==> src/sv/qdd_pkg.sv <==
// ----------------------------------------------------------------------------
// qdd_pkg
// Types, codes and the gray-code table shared by the quadrature dial
// event divider.
// ----------------------------------------------------------------------------
package qdd_pkg;

  localparam int unsigned DivW   = 15;
  localparam int unsigned StepsW = 16;
  localparam int unsigned CfgIdxW = 1;
  localparam int unsigned CfgDataW = 15;

  typedef enum logic [CfgIdxW-1:0] {
    REG_EVENT_DIVIDER = 1'b0,
    REG_MIRROR_DIR    = 1'b1
  } qdd_reg_e;

  typedef enum logic {
    CMD_SAMPLE = 1'b0,
    CMD_TICK   = 1'b1
  } qdd_cmd_e;

  typedef struct packed {
    logic cmd;
    logic pin_a;
    logic pin_b;
  } qdd_in_t;

  typedef struct packed {
    logic                     event_fired;
    logic                     event_increment;
    logic signed [StepsW-1:0] pending_steps;
    logic [1:0]               dial_position;
  } qdd_out_t;

  typedef struct packed {
    logic [DivW-1:0] event_divider;
    logic            mirror_direction;
  } qdd_cfg_t;

  // Gray index is {pin_b, pin_a}: 00->0, 01->1, 11->2, 10->3.
  function automatic logic [1:0] gray_to_pos(input logic [1:0] g);
    logic [1:0] p;
    unique case (g)
      2'b00:   p = 2'd0;
      2'b01:   p = 2'd1;
      2'b11:   p = 2'd2;
      default: p = 2'd3;
    endcase
    return p;
  endfunction

endpackage

==> src/sv/qdd_cfg_regs.sv <==
// ----------------------------------------------------------------------------
// qdd_cfg_regs
// Configuration register file: event divider and mirror flag.
// ----------------------------------------------------------------------------
module qdd_cfg_regs (
  input  logic                      clk_i,
  input  logic                      rst_ni,
  input  logic                      cfg_we_i,
  input  logic [qdd_pkg::CfgIdxW-1:0]  cfg_idx_i,
  input  logic [qdd_pkg::CfgDataW-1:0] cfg_data_i,
  output qdd_pkg::qdd_cfg_t         cfg_o
);
  import qdd_pkg::*;

  qdd_cfg_t cfg_q;

  always_ff @(posedge clk_i or negedge rst_ni) begin
    if (!rst_ni) begin
      cfg_q.event_divider    <= DivW'(1);
      cfg_q.mirror_direction <= 1'b0;
    end else if (cfg_we_i) begin
      unique case (qdd_reg_e'(cfg_idx_i))
        REG_EVENT_DIVIDER: cfg_q.event_divider    <= cfg_data_i[DivW-1:0];
        REG_MIRROR_DIR:    cfg_q.mirror_direction <= cfg_data_i[0];
        default:           ;
      endcase
    end
  end

  assign cfg_o = cfg_q;

endmodule

==> src/sv/qdd_step.sv <==
// ----------------------------------------------------------------------------
// qdd_step
// Single-pass update: decode a pin sample or evaluate a tick against the
// divider, giving the next state and the result item.
// ----------------------------------------------------------------------------
module qdd_step #(
  parameter int unsigned COUNT_WIDTH = 16
) (
  input  qdd_pkg::qdd_in_t                item_i,
  input  qdd_pkg::qdd_cfg_t               cfg_i,
  input  logic [1:0]                      last_pos_i,
  input  logic                            known_i,
  input  logic signed [COUNT_WIDTH-1:0]   count_i,
  output logic [1:0]                      last_pos_o,
  output logic                            known_o,
  output logic signed [COUNT_WIDTH-1:0]   count_o,
  output qdd_pkg::qdd_out_t               result_o
);
  import qdd_pkg::*;

  localparam int unsigned MagW = (COUNT_WIDTH > DivW) ? COUNT_WIDTH : DivW;

  localparam logic signed [COUNT_WIDTH-1:0] CountMax =
    {1'b0, {(COUNT_WIDTH-1){1'b1}}};
  localparam logic signed [COUNT_WIDTH-1:0] CountMin =
    {1'b1, {(COUNT_WIDTH-1){1'b0}}};

  logic [1:0]             new_pos;
  logic                   neg;
  logic [COUNT_WIDTH-1:0] mag;
  logic [MagW-1:0]        mag_ext;
  logic [MagW-1:0]        div_ext;
  logic signed [MagW:0]   count_ext;
  logic signed [MagW:0]   div_sext;
  logic signed [MagW:0]   moved;
  logic                   reach;
  logic                   fired;
  logic                   inc;
  logic signed [COUNT_WIDTH-1:0] count_n;

  assign new_pos   = gray_to_pos({item_i.pin_b, item_i.pin_a});
  assign neg       = count_i[COUNT_WIDTH-1];
  assign mag       = neg ? COUNT_WIDTH'(-count_i) : COUNT_WIDTH'(count_i);
  assign mag_ext   = MagW'(mag);
  assign div_ext   = MagW'(cfg_i.event_divider);
  assign reach     = (mag_ext >= div_ext);
  assign count_ext = {{(MagW+1-COUNT_WIDTH){count_i[COUNT_WIDTH-1]}}, count_i};
  assign div_sext  = {1'b0, div_ext};
  // Remove one divider's worth toward zero; never overshoots since mag >= div.
  assign moved     = neg ? (count_ext + div_sext) : (count_ext - div_sext);

  always_comb begin
    count_n    = count_i;
    last_pos_o = last_pos_i;
    known_o    = known_i;
    fired      = 1'b0;
    inc        = 1'b0;
    if (qdd_cmd_e'(item_i.cmd) == CMD_SAMPLE) begin
      last_pos_o = new_pos;
      known_o    = 1'b1;
      priority if (!known_i) begin
        count_n = '0;
      end else if ((last_pos_i == 2'd0 && new_pos == 2'd3) ||
                   (last_pos_i != 2'd3 && last_pos_i > new_pos) ||
                   (last_pos_i == 2'd3 && new_pos != 2'd0 && last_pos_i > new_pos)) begin
        if (count_i != CountMin) count_n = count_i - COUNT_WIDTH'(1);
      end else if ((last_pos_i == 2'd3 && new_pos == 2'd0) ||
                   (last_pos_i < new_pos)) begin
        if (count_i != CountMax) count_n = count_i + COUNT_WIDTH'(1);
      end else begin
        count_n = count_i;
      end
    end else if (reach) begin
      fired   = 1'b1;
      inc     = neg ? cfg_i.mirror_direction : !cfg_i.mirror_direction;
      count_n = moved[COUNT_WIDTH-1:0];
    end
  end

  assign count_o                  = count_n;
  assign result_o.event_fired     = fired;
  assign result_o.event_increment = inc;
  assign result_o.dial_position   = last_pos_o;

  generate
    if (COUNT_WIDTH >= StepsW) begin : g_trunc
      assign result_o.pending_steps = count_n[StepsW-1:0];
    end else begin : g_sext
      assign result_o.pending_steps =
        {{(StepsW-COUNT_WIDTH){count_n[COUNT_WIDTH-1]}}, count_n};
    end
  endgenerate

endmodule

==> src/sv/quadrature_dial_event_divider_unit.sv <==
// ----------------------------------------------------------------------------
// quadrature_dial_event_divider_unit
// x4 quadrature decoder with a pending step count and a tick-driven
// event divider.
// ----------------------------------------------------------------------------
// Usage:
//   Input channel (in_valid_i / in_stall_o / in_item_i) carries one item per
//   handshake: a pin sample (cmd 0) or a periodic tick (cmd 1).
//   Output channel (out_valid_o / out_stall_i / out_item_o) returns exactly
//   one result item for every input item, in order.
//   Configuration is a plain write port (cfg_we_i, cfg_idx_i, cfg_data_i):
//   index 0 is the event divider, index 1 the mirror flag. Write only idle.
// Timing:
//   Each accepted item lands in an input register; when the result register
//   is free or being drained, the single-pass update runs and loads it, and
//   the result is offered from there. One item per cycle is sustained while
//   the receiver does not stall; the update of the count, position and known
//   registers is the only loop.
// Reset:
//   Count, position and the "position known" flag clear; divider resets to
//   1, mirror to 0. Both pipeline registers come up empty.
// Stall:
//   A stalled result holds; the input register keeps taking items while the
//   result register is free, then stall propagates back to the sender.
// ----------------------------------------------------------------------------
module quadrature_dial_event_divider_unit #(
  parameter int unsigned COUNT_WIDTH = 16
) (
  input  logic                          clk_i,
  input  logic                          rst_ni,
  input  logic                          in_valid_i,
  output logic                          in_stall_o,
  input  qdd_pkg::qdd_in_t              in_item_i,
  output logic                          out_valid_o,
  input  logic                          out_stall_i,
  output qdd_pkg::qdd_out_t             out_item_o,
  input  logic                          cfg_we_i,
  input  logic [qdd_pkg::CfgIdxW-1:0]   cfg_idx_i,
  input  logic [qdd_pkg::CfgDataW-1:0]  cfg_data_i
);
  import qdd_pkg::*;

  qdd_cfg_t cfg;

  logic     in_valid_q;
  qdd_in_t  in_item_q;
  logic     out_valid_q;
  qdd_out_t out_item_q;
  qdd_out_t result_d;

  logic [1:0]                    last_pos_q, last_pos_d;
  logic                          known_q, known_d;
  logic signed [COUNT_WIDTH-1:0] count_q, count_d;

  logic advance;
  logic load_in;

  qdd_cfg_regs u_cfg (
    .clk_i      (clk_i),
    .rst_ni     (rst_ni),
    .cfg_we_i   (cfg_we_i),
    .cfg_idx_i  (cfg_idx_i),
    .cfg_data_i (cfg_data_i),
    .cfg_o      (cfg)
  );

  qdd_step #(
    .COUNT_WIDTH (COUNT_WIDTH)
  ) u_step (
    .item_i     (in_item_q),
    .cfg_i      (cfg),
    .last_pos_i (last_pos_q),
    .known_i    (known_q),
    .count_i    (count_q),
    .last_pos_o (last_pos_d),
    .known_o    (known_d),
    .count_o    (count_d),
    .result_o   (result_d)
  );

  // Move the held item into the result register when that register is free
  // or being drained this cycle.
  assign advance    = in_valid_q && (!out_valid_q || !out_stall_i);
  assign in_stall_o = in_valid_q && !advance;
  assign load_in    = in_valid_i && !in_stall_o;

  always_ff @(posedge clk_i or negedge rst_ni) begin
    if (!rst_ni) begin
      in_valid_q <= 1'b0;
    end else if (load_in) begin
      in_valid_q <= 1'b1;
    end else if (advance) begin
      in_valid_q <= 1'b0;
    end
  end

  always_ff @(posedge clk_i) begin
    if (load_in) begin
      in_item_q <= in_item_i;
    end
  end

  // Commit state and result together so the next item sees this one's state.
  always_ff @(posedge clk_i or negedge rst_ni) begin
    if (!rst_ni) begin
      out_valid_q <= 1'b0;
      last_pos_q  <= 2'd0;
      known_q     <= 1'b0;
      count_q     <= '0;
    end else if (advance) begin
      out_valid_q <= 1'b1;
      last_pos_q  <= last_pos_d;
      known_q     <= known_d;
      count_q     <= count_d;
    end else if (!out_stall_i) begin
      out_valid_q <= 1'b0;
    end
  end

  always_ff @(posedge clk_i) begin
    if (advance) begin
      out_item_q <= result_d;
    end
  end

  assign out_valid_o = out_valid_q;
  assign out_item_o  = out_item_q;

endmodule

==> config.mk <==
export PLATFORM = sky130hd
export DESIGN_NAME = quadrature_dial_event_divider_unit
export DESIGN_NICKNAME = d
export VERILOG_FILES = /design/src/sv/qdd_pkg.sv /design/src/sv/qdd_cfg_regs.sv /design/src/sv/qdd_step.sv /design/src/sv/quadrature_dial_event_divider_unit.sv
export SDC_FILE = /design/constraint.sdc
export NUM_CORES = 1
export LEC_CHECK = 0
export BUFFER_PORTS_ARGS = -buffer_cell sky130_fd_sc_hd__buf_2
export CORE_MARGIN = 2
export CORE_UTILIZATION = 60
export DETAILED_ROUTE_END_ITERATION = 8
export GPL_TIMING_DRIVEN = 0
export PLACE_DENSITY = 0.89
export SETUP_SLACK_MARGIN = 0.15
export SYNTH_ARGS = -nofsm -noshare
export SYNTH_HDL_FRONTEND = slang
export SYNTH_SLANG_ARGS = --single-unit
==> constraint.sdc <==
create_clock -name clk_i -period 9.2 [get_ports clk_i]
set_clock_uncertainty 0.1 [all_clocks]
set_input_delay 0.92 -clock clk_i [delete_from_list [all_inputs] [get_ports clk_i]]
set_output_delay 0.92 -clock clk_i [all_outputs]
set_load 0.01 [all_outputs]
* After elaboration in Yosys (flattened, before gate mapping)
Cells that the tools add are included.
Operators by class: add/subtract/negate cells 5, order comparisons 3, equal/unequal tests 8, muxes and demuxes 17, bitwise gates (word level) 2, reduce and logical (&&, ||, !) cells 26
Operators with widths (number):
- $mux 16 | 9
- $ne 16x16->1 const B | 2
- $add 16x16->16 | 1
- $add 16x2->16 const B | 1
- $ge 16x15->1 | 1
- $neg 16->16 | 1
- $sub 16x16->16 | 1
- $sub 16x2->16 const B | 1
- $logic_and 1x1->1 | 8
- $reduce_and 2->1 | 4
- $eq 2x2->1 const B | 3
- $logic_not 2->1 | 3
- $mux 1 | 6
- $pmux 2 s3 | 1
- $logic_not 1->1 | 5
- $logic_or 1x1->1 | 4
- $reduce_bool 2->1 | 2
- $eq 2x1->1 const B | 1
- $gt 2x2->1 | 1
- $lt 2x2->1 | 1
- $mux 2 | 1
- $ne 2x1->1 const B | 1
- $ne 2x2->1 const B | 1
- $not 1->1 | 2
Word-level totals: flip-flop bits (word level) 60, input bits 24, output and inout bits 22

* Longest topological paths before layout
depth in word-level cells 9, mapped depth 16, gate-level depth less buffers 15

* Modules after synthesis
Synthesis repeated with hierarchy kept, for this count alone.
Unflattened totals: cell total of the unflattened synthesis 536, area total of the unflattened synthesis 5109.9 um^2
Modules (own cells, without submodules):
- qdd_step | times used 1, cells an instance 429, area an instance 2947.8 um^2
- quadrature_dial_event_divider_unit | times used 1, cells an instance 71, area an instance 1493.9 um^2
- qdd_cfg_regs | times used 1, cells an instance 36, area an instance 668.1 um^2

* Worst setup path before layout
No wires, ideal clock.
path kind reg2reg, start reg count_q[10], end reg out_item_q, in the netlist out_item_o[11], data pin, arrival time 3488 ps, required time 8846 ps, slack 5358 ps, cell stages (with the launch flop) 14, buffers on the path 2, period minus slack after synthesis 3842 ps, cell sequence dfrtp_1 buf_2 or4_4 or3_1 o21ai_0 xnor2_1 ha_1 nand3_1 or2_2 o21ai_1 nor2_1 buf_2 a22o_1 a21o_1
Between the ends: cells in the longest elaborated chain, start to end 6, elaborated cells between the ends (all ways) 12, classes of those cells add/sub (1); order compare (1); eq/ne (2); mux (8)
RTL lines:
- start: declaration | RTL line quadrature_dial_event_divider_unit.sv:53 | logic signed [COUNT_WIDTH-1:0] count_q, count_d;
- start signal: assignment | RTL line quadrature_dial_event_divider_unit.sv:114 | count_q <= count_d;
- branches (longest 5 deep; another with $neg 16->16)
- $mux 16 * | RTL line qdd_step.sv:58 | if (qdd_cmd_e'(item_i.cmd) == CMD_SAMPLE) begin
- via count_d[9] | RTL line quadrature_dial_event_divider_unit.sv:53
- end signal: assignment | RTL line quadrature_dial_event_divider_unit.sv:122 | out_item_q <= result_d;
- end: declaration | RTL line quadrature_dial_event_divider_unit.sv:48 | qdd_out_t out_item_q;
Mark *: on every way through the listed nets, which the timed path passes. A chain may end at the register's enable or synchronous reset.

* Worst setup path after layout
start reg count_q[15], end reg out_item_q, in the netlist out_item_o[11], data pin
The elaborated chain is that of the path after synthesis.

==> impl_metrics.ini <==
[setup_path]
reg2reg_from = count_q[15]$_DFFE_PN0P_
crit_chain = clkbuf_1, clkbuf_1, buf_1, nand2_1, xnor2_1, ha_1, nand2_1, nor4_1, a21oi_1, o21ai_1, nor2_1, buf_2, a22o_1, a21o_1
ff2ff_setup_slack_ns = 4.13
cp_data_required_time_ns = 9.19
cp_max_fo = 10
critPathCaptureType = flop
cp_slowest_cell = clkbuf_1
path_class = reg -> reg
slowest_delay_ns = 0.66
cp-start-kind = flop
crit_start = count_q[15]$_DFFE_PN0P_
arrival_ns = 5.06

[floorplanning]
die_y_um = 96.4
design.core.area_um2 = 8260
rows = 33
io_pins = 46
initial_core_util_pct = 62.1
fp.dieArea_um2 = 9300
die_w_um = 96.4

[synthesis]
ys_warn_count = 0
synth_cell_type_count = 81
synthFlopType = dfrtp_1
synth_top_family_by_area = compound AO/OA/AOI/OAI gates
syn_area_um2 = 5120
synth-async-reset-ratio_pct = 61.7
synth-simple-area-share_pct = 18.7
synth_seq_area_share_pct = 31.6
syn_nets = 646
synthXorXnorAreaFrac_pct = 7.01
synth-compound-area-share_pct = 26.0
avgSynthCellArea_um2 = 8.84
synthMuxAreaShare_pct = 1.27
synth_adder_area_share_pct = 10.4
synth_edf_count = 23
synth_cells = 580
ys_seq_elements = 60

[timing]
slew_headroom_pct = 35.2
hold_violations = 0
tns_ns = 0
grt_setup_unrepaired = no
holdWs_ns = 0.400
finalMaxSlewViolations = 0
final-setup-viol-count = 0
fin_crit_sh_pct = 55.1
max_slew.worst_pin.slew_ns = 0.973
timing.fmax_ghz = 0.197
post-route-min-period_ns = 5.07

[cts]
worst_skew_pair.late_latency_ns = 0.35
cts-htree-levels = 3
cts_setup_buffers = 0
cts_buffer_depth = 2
cts.hold.buffers_added = 0
clkSlewWorstSetupHoldPaths_ns = 0.08
cts_tree = built
cts.sinks = 60
cts_root_buffer = clkbuf_8
cts_buffers = 9
cts.repair.resized = 0

[global_route]
grt_overflow = 0
antenna_found_initial = 0
grt_pass1_vias = 4918
grt_max_degree = 38
grt_pass1_wl_um = 24200
grt_usage_pct = 34.4

[place]
place.port_buffers = 45
gp_congestion = 1.01
placed_cells = 730
hpwl_um = 10900

[route]
via_per_inst = 6.73
drc = 0
antenna_left = 0
drt_iter0_drc = 617
drt_pre_antenna_iters = 8
vias = 5018
routed_wl_um = 15100
wire_per_inst_um = 20.3

[finish]
layout_commonest_cell = nand2_1
utilization_pct = 68.9
layout_common_cells = 58 x nand2_1, 55 x buf_2, 46 x o21ai_0
nNetsFinal = 702
drive_above_1_share_pct = 15.9
multi_input_area_um2 = 3250
n_antenna_cell = 0
nFillCells = 654
fin_cells = 746
area_growth_pct = 11.0
layout.area.seq_um2 = 1620

[min_path]
min-delay-start = in_valid_q$_DFFE_PN0P_
worstHoldPathType = reg -> reg

[power_and_ir_drop]
p_total_mw = 2.28
power_leakage_nw = 2.39
powerDensity_nw_per_um2 = 401
irDropWorstVdd_mv = 0.255

[run_status]
status = finished, final reports clean

[flow_run]
drv_cap = 0
## layer usage
metal | up-vias | track usage [%] | share of wire (%)
met5 | - | 0 | 0
met1 | 2352 | 42.8 | 39
met2 | 319 | 57.0 | 48
met3 | 75 | 7.37 | 9.3
li1 | 2272 | - | -
met4 | 0 | 16.3 | 4.0
## cell type report
cell class / instances / share of cell area, %
tap: 105 / 2.31
clock buffer: 11 / 2.31
multi-input combinational: 458 / 57.1
inverter: 32 / 2.11
sequential: 60 / 28.4
clock inverter: 5 / 1.34
timing repair buffer: 45 / 3.96
buffer: 30 / 2.48
## synthesized netlist by cell type, types with 8 or more instances
| cell type | n | share of area (%) |
|---|---|---|
| a21o_1 | 12 | 1.8 |
| a21oi_1 | 31 | 3.0 |
| a22o_1 | 8 | 1.4 |
| buf_2 | 10 | 0.98 |
| clkbuf_1 | 17 | 1.2 |
| dfrtp_1 | 36 | 18 |
| edfxtp_1 | 23 | 13 |
| ha_1 | 41 | 10 |
| inv_1 | 31 | 2.3 |
| nand2_1 | 58 | 4.2 |
| nand3_1 | 16 | 1.6 |
| nor2_1 | 31 | 2.3 |
| nor3_1 | 12 | 1.2 |
| o21ai_0 | 46 | 4.5 |
| o22ai_1 | 8 | 0.98 |
| xnor2_1 | 32 | 5.5 |
| xor2_1 | 9 | 1.5 |
## where the power goes
group	switching, mW	internal [mW]
Combinational	0.974	0.600
Sequential	0.0596	0.384
Clock	0.114	0.152
Total	1.15	1.14
## registers in the layout (all words and copies together) (netlist names)
register / count
count_q: 16
out_valid_o: 1
known_q: 1
u_cfg.cfg_o: 16
in_item_q: 3
out_item_o: 20
in_valid_q: 1
last_pos_q: 2
## critical path: cells and delay by family (launching register included)
family | cells | cell delay (ns)
xor+xnor | 1 | 0.19
flops | 1 | 0.33
buf+inv | 4 | 1.95
simple gates | 4 | 0.68
compound gates | 4 | 1.27
fa+ha+maj | 1 | 0.30
## final timing paths
kind                                             endpoint  depth (start not counted)
worst max-delay path             out_item_o[11]$_DFFE_PP_                         14
worst min-delay path              out_valid_o$_DFFE_PN0P_                          1
worst max register to register   out_item_o[11]$_DFFE_PP_                         14
worst min register to register    out_valid_o$_DFFE_PN0P_                          1
max in group asynchronous       last_pos_q[0]$_DFFE_PN0P_                          1
min in group asynchronous          count_q[1]$_DFFE_PN0P_                          1
## cell families after synthesis
group           Yosys count
fa+ha+maj                42
xor+xnor                 41
simple gates            180
buf+inv                  62
flops                    60
compound gates          189
mux                       6
## per-stage QoR
stage,setup WS [ns],area (um^2)
5_1_grt,4.00,5690
4_1_cts,4.41,5690
2_1_floorplan,5.36,5120
6_report,4.13,5690
3_5_place_dp,4.46,5480
3_3_place_gp,4.46,5480
Note: power is estimated with default switching activity, not from simulation.
